`src/design/hrp_pkg.sv`:
```
// Package for the HEX record parser: parse phase codes, result kinds, special
// characters, result and push types, and the ASCII hex digit decoder.
// No dependencies.
package hrp_pkg;

	// Parse phase, one-hot.
	typedef enum logic [5:0] {
		PH_IDLE  = 6'b000001,
		PH_COUNT = 6'b000010,
		PH_ADDR  = 6'b000100,
		PH_TYPE  = 6'b001000,
		PH_DATA  = 6'b010000,
		PH_CSUM  = 6'b100000
	} phase_t;

	// Result kinds.
	localparam logic [1:0] KIND_DATA     = 2'd0;
	localparam logic [1:0] KIND_CSUM     = 2'd1;
	localparam logic [1:0] KIND_NO_COLON = 2'd2;
	localparam logic [1:0] KIND_BAD_HEX  = 2'd3;

	// Characters with a meaning of their own.
	localparam logic [7:0] COLON_CHAR = 8'h3A;
	localparam logic [7:0] CR_CHAR    = 8'h0D;
	localparam logic [7:0] LF_CHAR    = 8'h0A;

	// One result transaction.
	typedef struct packed {
		logic [1:0] kind;
		logic [7:0] value;
		logic       last;
	} result_t;

	// Results produced by one character: count is 0, 1 or 2.
	typedef struct packed {
		logic [1:0] count;
		result_t    first;
		result_t    second;
	} push_t;

	// Decodes an ASCII hex digit: bit 4 set when valid, low nibble is the value.
	function automatic logic [4:0] hex_digit(input logic [7:0] c);
		logic [4:0] r;
		r = 5'd0;
		if (c >= 8'h30 && c <= 8'h39) begin
			r = {1'b1, 4'(c - 8'h30)};
		end else if (c >= 8'h41 && c <= 8'h46) begin
			r = {1'b1, 4'(c - 8'h37)};
		end else if (c >= 8'h61 && c <= 8'h66) begin
			r = {1'b1, 4'(c - 8'h57)};
		end
		return r;
	endfunction

endpackage

```
`src/design/hrp_parse.sv`:
```
// Character decoder of the HEX record parser: input register, record state
// and the per-character parse logic that produces up to two results.
// Depends on hrp_pkg.
module hrp_parse (
	input  logic           clk,
	input  logic           arst_n,
	input  logic           in_valid,
	output logic           in_ready,
	input  logic [7:0]     char_in,
	input  logic           room,
	output hrp_pkg::push_t push
);
	import hrp_pkg::*;

	logic       valid_s1;
	logic [7:0] char_s1;
	logic       fire;

	phase_t     phase_q, phase_d;
	logic [1:0] digit_index_q, digit_index_d;
	logic [3:0] high_nibble_q, high_nibble_d;
	logic [7:0] bytes_left_q, bytes_left_d;
	logic [7:0] sum_acc_q, sum_acc_d;

	logic [4:0] hex;
	logic [7:0] byte_val;
	logic [7:0] sum_next;
	logic [7:0] left_next;
	push_t      push_d;

	// The input register advances whenever the result queue can take two results.
	assign fire     = valid_s1 && room;
	assign in_ready = !valid_s1 || room;

	always_ff @(posedge clk or negedge arst_n) begin
		if (!arst_n) begin
			valid_s1 <= 1'b0;
		end else if (in_ready) begin
			valid_s1 <= in_valid;
		end
	end

	always_ff @(posedge clk) begin
		if (in_ready && in_valid) begin
			char_s1 <= char_in;
		end
	end

	// Shared decode of the registered character.
	assign hex       = hex_digit(char_s1);
	assign byte_val  = {high_nibble_q, hex[3:0]};
	assign sum_next  = sum_acc_q + byte_val;
	assign left_next = bytes_left_q - 8'd1;

	// Parse logic: next state and results for the registered character.
	always_comb begin
		phase_d       = phase_q;
		digit_index_d = digit_index_q;
		high_nibble_d = high_nibble_q;
		bytes_left_d  = bytes_left_q;
		sum_acc_d     = sum_acc_q;
		push_d        = '0;

		unique case (phase_q)
			PH_CSUM: begin
				// The record's own checksum digits are consumed unchecked.
				if (digit_index_q == 2'd0) begin
					digit_index_d = 2'd1;
				end else begin
					digit_index_d = 2'd0;
					phase_d       = PH_IDLE;
				end
			end
			PH_COUNT: begin
				if (!hex[4]) begin
					phase_d       = PH_IDLE;
					digit_index_d = 2'd0;
					push_d.count  = 2'd1;
					push_d.first  = '{kind: KIND_BAD_HEX, value: 8'd0, last: 1'b1};
				end else if (!digit_index_q[0]) begin
					high_nibble_d = hex[3:0];
					digit_index_d = digit_index_q + 2'd1;
				end else begin
					sum_acc_d     = sum_next;
					bytes_left_d  = byte_val;
					phase_d       = PH_ADDR;
					digit_index_d = 2'd0;
				end
			end
			PH_ADDR: begin
				if (!hex[4]) begin
					phase_d       = PH_IDLE;
					digit_index_d = 2'd0;
					push_d.count  = 2'd1;
					push_d.first  = '{kind: KIND_BAD_HEX, value: 8'd0, last: 1'b1};
				end else if (!digit_index_q[0]) begin
					high_nibble_d = hex[3:0];
					digit_index_d = digit_index_q + 2'd1;
				end else begin
					// Both address bytes go into the sum.
					sum_acc_d = sum_next;
					if (digit_index_q == 2'd3) begin
						phase_d       = PH_TYPE;
						digit_index_d = 2'd0;
					end else begin
						digit_index_d = digit_index_q + 2'd1;
					end
				end
			end
			PH_TYPE: begin
				if (!hex[4]) begin
					phase_d       = PH_IDLE;
					digit_index_d = 2'd0;
					push_d.count  = 2'd1;
					push_d.first  = '{kind: KIND_BAD_HEX, value: 8'd0, last: 1'b1};
				end else if (!digit_index_q[0]) begin
					high_nibble_d = hex[3:0];
					digit_index_d = digit_index_q + 2'd1;
				end else begin
					sum_acc_d     = sum_next;
					digit_index_d = 2'd0;
					if (bytes_left_q == 8'd0) begin
						// An empty record ends with its checksum right here.
						phase_d      = PH_CSUM;
						push_d.count = 2'd1;
						push_d.first = '{kind: KIND_CSUM, value: 8'(8'd0 - sum_next),
							last: 1'b1};
					end else begin
						phase_d = PH_DATA;
					end
				end
			end
			PH_DATA: begin
				if (!hex[4]) begin
					phase_d       = PH_IDLE;
					digit_index_d = 2'd0;
					push_d.count  = 2'd1;
					push_d.first  = '{kind: KIND_BAD_HEX, value: 8'd0, last: 1'b1};
				end else if (!digit_index_q[0]) begin
					high_nibble_d = hex[3:0];
					digit_index_d = digit_index_q + 2'd1;
				end else begin
					sum_acc_d     = sum_next;
					digit_index_d = 2'd0;
					bytes_left_d  = left_next;
					push_d.count  = 2'd1;
					push_d.first  = '{kind: KIND_DATA, value: byte_val, last: 1'b0};
					if (left_next == 8'd0) begin
						// The last data byte is followed by the checksum.
						phase_d       = PH_CSUM;
						push_d.count  = 2'd2;
						push_d.second = '{kind: KIND_CSUM, value: 8'(8'd0 - sum_next),
							last: 1'b1};
					end
				end
			end
			default: begin
				// Idle: wait for the start colon, line ends pass silently.
				phase_d = PH_IDLE;
				if (char_s1 == COLON_CHAR) begin
					phase_d       = PH_COUNT;
					digit_index_d = 2'd0;
					high_nibble_d = 4'd0;
					bytes_left_d  = 8'd0;
					sum_acc_d     = 8'd0;
				end else if (char_s1 != CR_CHAR && char_s1 != LF_CHAR) begin
					push_d.count = 2'd1;
					push_d.first = '{kind: KIND_NO_COLON, value: 8'd0, last: 1'b1};
				end
			end
		endcase
	end

	// Record state advances once per parsed character.
	always_ff @(posedge clk or negedge arst_n) begin
		if (!arst_n) begin
			phase_q       <= PH_IDLE;
			digit_index_q <= 2'd0;
			high_nibble_q <= 4'd0;
			bytes_left_q  <= 8'd0;
			sum_acc_q     <= 8'd0;
		end else if (fire) begin
			phase_q       <= phase_d;
			digit_index_q <= digit_index_d;
			high_nibble_q <= high_nibble_d;
			bytes_left_q  <= bytes_left_d;
			sum_acc_q     <= sum_acc_d;
		end
	end

	// Results reach the queue only for a character that is parsed this cycle.
	always_comb begin
		push = push_d;
		if (!fire) begin
			push.count = 2'd0;
		end
	end

endmodule

```
`src/design/hrp_out_fifo.sv`:
```
// Result queue of the HEX record parser: takes up to two results a cycle,
// hands out one result transaction a cycle while one is queued and out_ready is high.
// Depends on hrp_pkg.
module hrp_out_fifo #(
	parameter int DEPTH = 4
) (
	input  logic             clk,
	input  logic             arst_n,
	input  hrp_pkg::push_t   push,
	output logic             room,
	output logic             out_valid,
	input  logic             out_ready,
	output hrp_pkg::result_t out_result
);
	import hrp_pkg::*;

	localparam int PTR_W = $clog2(DEPTH);
	localparam int CNT_W = $clog2(DEPTH + 1);

	result_t            mem [DEPTH];
	logic [PTR_W-1:0]   wr_ptr_q, rd_ptr_q, wr_next;
	logic [CNT_W-1:0]   count_q;
	logic               pop;

	function automatic logic [PTR_W-1:0] ptr_inc(input logic [PTR_W-1:0] p);
		logic [PTR_W-1:0] r;
		r = (p == PTR_W'(DEPTH - 1)) ? '0 : p + PTR_W'(1);
		return r;
	endfunction

	// Room is judged on the current fill, so it never waits on the output side.
	assign room       = count_q <= CNT_W'(DEPTH - 2);
	assign out_valid  = count_q != '0;
	assign pop        = out_valid && out_ready;
	assign out_result = mem[rd_ptr_q];
	assign wr_next    = ptr_inc(wr_ptr_q);

	// Storage writes, one or two entries.
	always_ff @(posedge clk) begin
		if (push.count != 2'd0) begin
			mem[wr_ptr_q] <= push.first;
		end
		if (push.count == 2'd2) begin
			mem[wr_next] <= push.second;
		end
	end

	// Pointers and fill count.
	always_ff @(posedge clk or negedge arst_n) begin
		if (!arst_n) begin
			wr_ptr_q <= '0;
			rd_ptr_q <= '0;
			count_q  <= '0;
		end else begin
			if (push.count == 2'd1) begin
				wr_ptr_q <= wr_next;
			end else if (push.count == 2'd2) begin
				wr_ptr_q <= ptr_inc(wr_next);
			end
			if (pop) begin
				rd_ptr_q <= ptr_inc(rd_ptr_q);
			end
			count_q <= count_q + CNT_W'(push.count) - CNT_W'(pop);
		end
	end

	// The fill never passes the depth.
	a_no_overflow: assert property (@(posedge clk) disable iff (!arst_n)
		count_q <= CNT_W'(DEPTH))
		else $error("result queue overflow");

	// A character never yields more than two results.
	a_push_count: assert property (@(posedge clk) disable iff (!arst_n)
		push.count != 2'd3)
		else $error("illegal push count");

	// Results are pushed only when room was offered.
	a_push_room: assert property (@(posedge clk) disable iff (!arst_n)
		push.count != 2'd0 |-> room)
		else $error("push without room");

	// A pop with nothing else going on lowers the fill by one.
	a_pop_count: assert property (@(posedge clk) disable iff (!arst_n)
		pop && push.count == 2'd0 |=> count_q == $past(count_q) - CNT_W'(1))
		else $error("fill count out of step");

endmodule

```
`src/design/hex_record_parser.sv`:
```
// HEX record parser: characters in; data bytes, checksums and errors out.
// A result passes through the input register and the result queue; the
// checksum that follows a last data byte is queued with it and leaves after it.
// Throughput: one character per cycle; the input stalls only while the result
// queue holds more than FIFO_DEPTH - 2 results.
// Reset (arst_n low, asynchronous): parser idle, queue empty, no valid output.
module hex_record_parser #(
	parameter int FIFO_DEPTH = 4
) (
	input  logic       clk,
	input  logic       arst_n,
	input  logic       s_axis_tvalid,
	output logic       s_axis_tready,
	input  logic [7:0] s_axis_tdata,   // [7:0] char_in
	output logic       m_axis_tvalid,
	input  logic       m_axis_tready,
	output logic [7:0] m_axis_tdata,   // [7:0] value
	output logic [1:0] m_axis_tuser,   // [1:0] kind
	output logic       m_axis_tlast    // last
);
	import hrp_pkg::*;

	push_t   push;
	logic    room;
	result_t out_result;

	hrp_parse u_parse (
		.clk      (clk),
		.arst_n   (arst_n),
		.in_valid (s_axis_tvalid),
		.in_ready (s_axis_tready),
		.char_in  (s_axis_tdata),
		.room     (room),
		.push     (push)
	);

	hrp_out_fifo #(
		.DEPTH (FIFO_DEPTH)
	) u_out_fifo (
		.clk        (clk),
		.arst_n     (arst_n),
		.push       (push),
		.room       (room),
		.out_valid  (m_axis_tvalid),
		.out_ready  (m_axis_tready),
		.out_result (out_result)
	);

	// Output transaction fields.
	assign m_axis_tdata = out_result.value;
	assign m_axis_tuser = out_result.kind;
	assign m_axis_tlast = out_result.last;

endmodule

```
`config.mk`:
```
export PLATFORM = sky130hd
export DESIGN_NAME = hex_record_parser
export DESIGN_NICKNAME = d
export VERILOG_FILES = /design/src/design/hrp_pkg.sv /design/src/design/hrp_parse.sv /design/src/design/hrp_out_fifo.sv /design/src/design/hex_record_parser.sv
export SDC_FILE = /design/constraint.sdc
export NUM_CORES = 1
export LEC_CHECK = 0
export ABC_AREA = 1
export BUFFER_PORTS_ARGS = -buffer_cell sky130_fd_sc_hd__buf_2
export CORE_UTILIZATION = 67
export CTS_CLUSTER_DIAMETER = 50
export CTS_CLUSTER_SIZE = 25
export DETAILED_ROUTE_END_ITERATION = 10
export GPL_TIMING_DRIVEN = 0
export PLACE_DENSITY = 0.95
export SYNTH_ARGS = -nofsm -noshare
export SYNTH_HDL_FRONTEND = slang
export SYNTH_SLANG_ARGS = --single-unit
export TNS_END_PERCENT = 10
```
`constraint.sdc`:
```
create_clock -name clk -period 7.9 [get_ports clk]
set_input_delay 0.79 -clock clk [delete_from_list [all_inputs] [get_ports clk]]
set_output_delay 0.79 -clock clk [all_outputs]
set_load 0.02 [all_outputs]
```
==> reports/qor.yml <==
clock_tree:
  cts.root.buffer_cell: "clkbuf_8"
  postCtsSetupRepairBufs: 0
  clock_sinks: 88
  clk_latency_ns: 0.36
  cts_buffer_depth: 2
  cts_tree: "yes"
  postCtsResizedCells: 0
  clk_pin_slew_ns: 0.10
  cts_buffers: 9
  htree_levels: 3
  holdBufCountCts: 0
routing:
  drtIter0Drc: 468
  dr.pass1.iters: 7
  vias: 5155
  wire_per_inst_um: 15.8
  vias_per_cell: 5.97
  drt_wl_total_mm: 13.6
  ant_nets: 0
  drc_errors: 0
final_layout:
  areaGrowthSynthToFinish_pct: 7.69
  drive_gt1_share_pct: 8.27
  n_fill_cell: 546
  antenna_cells: 0
  nNetsFinal: 802
setup_path:
  critPathTopFamily: "simple AND/OR/NAND/NOR gates"
  start_kind: "flop"
  max_stage_delay_ns: 0.61
  crit_type: "reg -> reg"
  path_cells: "inv_1 > ha_1 > nand3_1 > nor3_1 > nand2_1 > nor2_1 > nor2_2 > o21ai_1 > nand2_1 > nand2_1 > inv_1 > ha_1 > nand2_1 > inv_1 > nor2_1 > inv_1 > o22ai_1"
  end_kind: "flop"
  required_ns: 8.11
  arrival_ns: 4.15
  crit_buf_inv: 4
  crit_path_top_delay_cell: "nor2_1"
  crit_fanout: 10
sta:
  setup_viol: 0
  finClkSkew_ns: 0.0151
  hold_ws_ns: 0.492
  max_freq_mhz: 254
  period_share_pct: 49.8
  fin_crit_ns: 3.94
  relSlewSlack_pct: 41.4
  hold_viol_final: 0
  worst_slew_pin_slew_ns: 0.879
  fin_tns_setup_ns: 0
  slew_viol_final: 0
  rsz0062_at_grt: "no"
synthesis:
  syn_area_um2: 5550
  synth_ff_type: "edfxtp_1"
  yosys.cell_types.count: 35
  synth_seq_cells: 88
  async_flop_share_pct: 40.9
  synth_nets: 767
  synth_edf_count: 48
  ys_warn_count: 0
  syn_inst: 722
  synth_seq_area_share_pct: 43.7
  syn_avg_cell_area_um2: 7.68
global_routing:
  grt_pass1_wl_mm: 22.8
  grt_max_degree: 37
  grt_pass1_vias: 5117
  antenna_found_initial: 0
  grt_usage_pct: 33.7
  overflow: 0
outcome:
  status: "complete, no violations"
min_path:
  hold_class: "reg -> reg"
die:
  num_rows: 32
  initial_utilization_pct: 70.7
  dieArea_um2: 8640
  pin_count: 25
  fp.coreArea_um2: 7850
  die_w_um: 93.0
  dieHeight_um: 93.0
power_and_ir_drop:
  power_w: 0.00159
  power_density_nw_per_um2: 266
  ir_drop_v: 0.000124
  power.leakage_nw: 2.87
placed_design:
  port_buffers: 24
  gp_congestion: 0.972
  dpl.hpwl_mm: 10.2
run:
  cap_violations: 0
==> kinds of logic (layout without fill, tap and decap cells) <==
group,after synthesis,after routing,share of synthesized area (%)
buffers and inverters,105,145,7.15
AOI/OAI and AO/OA,113,113,10.9
DFF,88,88,43.7
adders and majority gates,33,33,7.72
and+or+nand+nor,371,371,28.6
xor gates and xnor gates,12,12,1.90
==> report_power, final <==
group / switching (W) / internal (W) / leakage [nW]
registers: 0.0000567 / 0.000592 / 0.967
clock network: 0.000177 / 0.000118 / 0.0810
logic: 0.000446 / 0.000196 / 1.83
total: 0.000680 / 0.000907 / 2.87
==> worst paths after layout <==
check                                        start              endpoint  slack (ns)  depth (start not counted)
max in group asynchronous                   arst_n    u_parse.phase_q[3]        6.81                          1
setup / recovery           u_parse.bytes_left_q[0]  u_out_fifo.mem[3][9]        3.96                         17
hold reg to reg               u_parse.sum_acc_q[4]  u_parse.sum_acc_q[4]        0.49                          2
hold / removal                u_parse.sum_acc_q[4]  u_parse.sum_acc_q[4]        0.49                          2
min in group asynchronous                   arst_n  u_parse.sum_acc_q[7]        0.53                          1
setup reg to reg           u_parse.bytes_left_q[0]  u_out_fifo.mem[3][9]        3.96                         17
==> cells in the mapped netlist (all sizes together), types with 5 or more instances <==
| library cell | count | share of area (%) |
|---|---|---|
| nand4 | 18 | 2.0 |
| ha | 31 | 7.0 |
| dfrtp | 35 | 16 |
| nand2 | 230 | 16 |
| nand3 | 40 | 4.0 |
| nor2 | 71 | 5.3 |
| o21ai | 79 | 7.1 |
| clkbuf | 7 | 0.47 |
| xor2 | 8 | 1.3 |
| inv | 96 | 6.5 |
| o22ai | 23 | 2.6 |
| edfxtp | 48 | 26 |
| a21oi | 8 | 0.79 |
| nor3 | 5 | 0.65 |
==> per-layer routing <==
metal / vias up / part of all wire [%] / track usage (%)
li1: 2442 / - / -
met1: 2357 / 39 / 40.5
met2: 302 / 50 / 59.3
met3: 54 / 7.7 / 5.37
met4: 0 / 3.2 / 15.5
met5: - / 0 / 0
==> worst min-delay path: cells and delay by family (launching register included) <==
| family | cells | cell delay, ns |
|---|---|---|
| flops | 1 | 0.36 |
| simple gates | 2 | 0.10 |
==> final cells by class <==
| class | count | area (µm²) | share of cell area (%) |
|---|---|---|---|
| timing repair buffer | 24 | 120 | 2.01 |
| tap | 102 | 128 | 2.14 |
| inverter | 96 | 360 | 6.03 |
| buffer | 9 | 36.3 | 0.608 |
| clock inverter | 6 | 51.3 | 0.859 |
| sequential | 88 | 2420 | 40.6 |
| multi-input combinational | 529 | 2730 | 45.6 |
| clock buffer | 10 | 128 | 2.14 |
==> state kept, by name, summed over array words and instances (netlist names) <==
name                   count
u_parse.phase_q            6
u_out_fifo.mem            44
u_out_fifo.count_q         3
u_parse.char_s1            8
u_parse.bytes_left_q       8
u_parse.digit_index_q      2
u_out_fifo.wr_ptr_q        2
u_parse.sum_acc_q          8
u_out_fifo.rd_ptr_q        2
u_parse.valid_s1           1
u_parse.high_nibble_q      4
==> stage by stage <==
step	cell area, µm²	utilization, %	cells	worst slack, ns
4_1_cts	5970	76.1	864	4.10
6_report	5970	76.1	864	3.96
3_3_place_gp	5790	73.8	848	4.25
2_1_floorplan	5550	-	722	4.64
5_1_grt	5970	76.1	864	3.61
3_5_place_dp	5790	73.8	848	4.13
==> cell usage in the layout, fill, tap and decap left out, types with 23 or more instances in the layout <==
cell type,instances
nand2_1,228
o21ai_1,23
o21ai_0,56
dfrtp_1,35
nor2_1,64
ha_1,31
nand3_1,37
edfxtp_1,48
inv_1,91
o22ai_1,23
buf_2,26
Power figures use the tool's default switching activity.
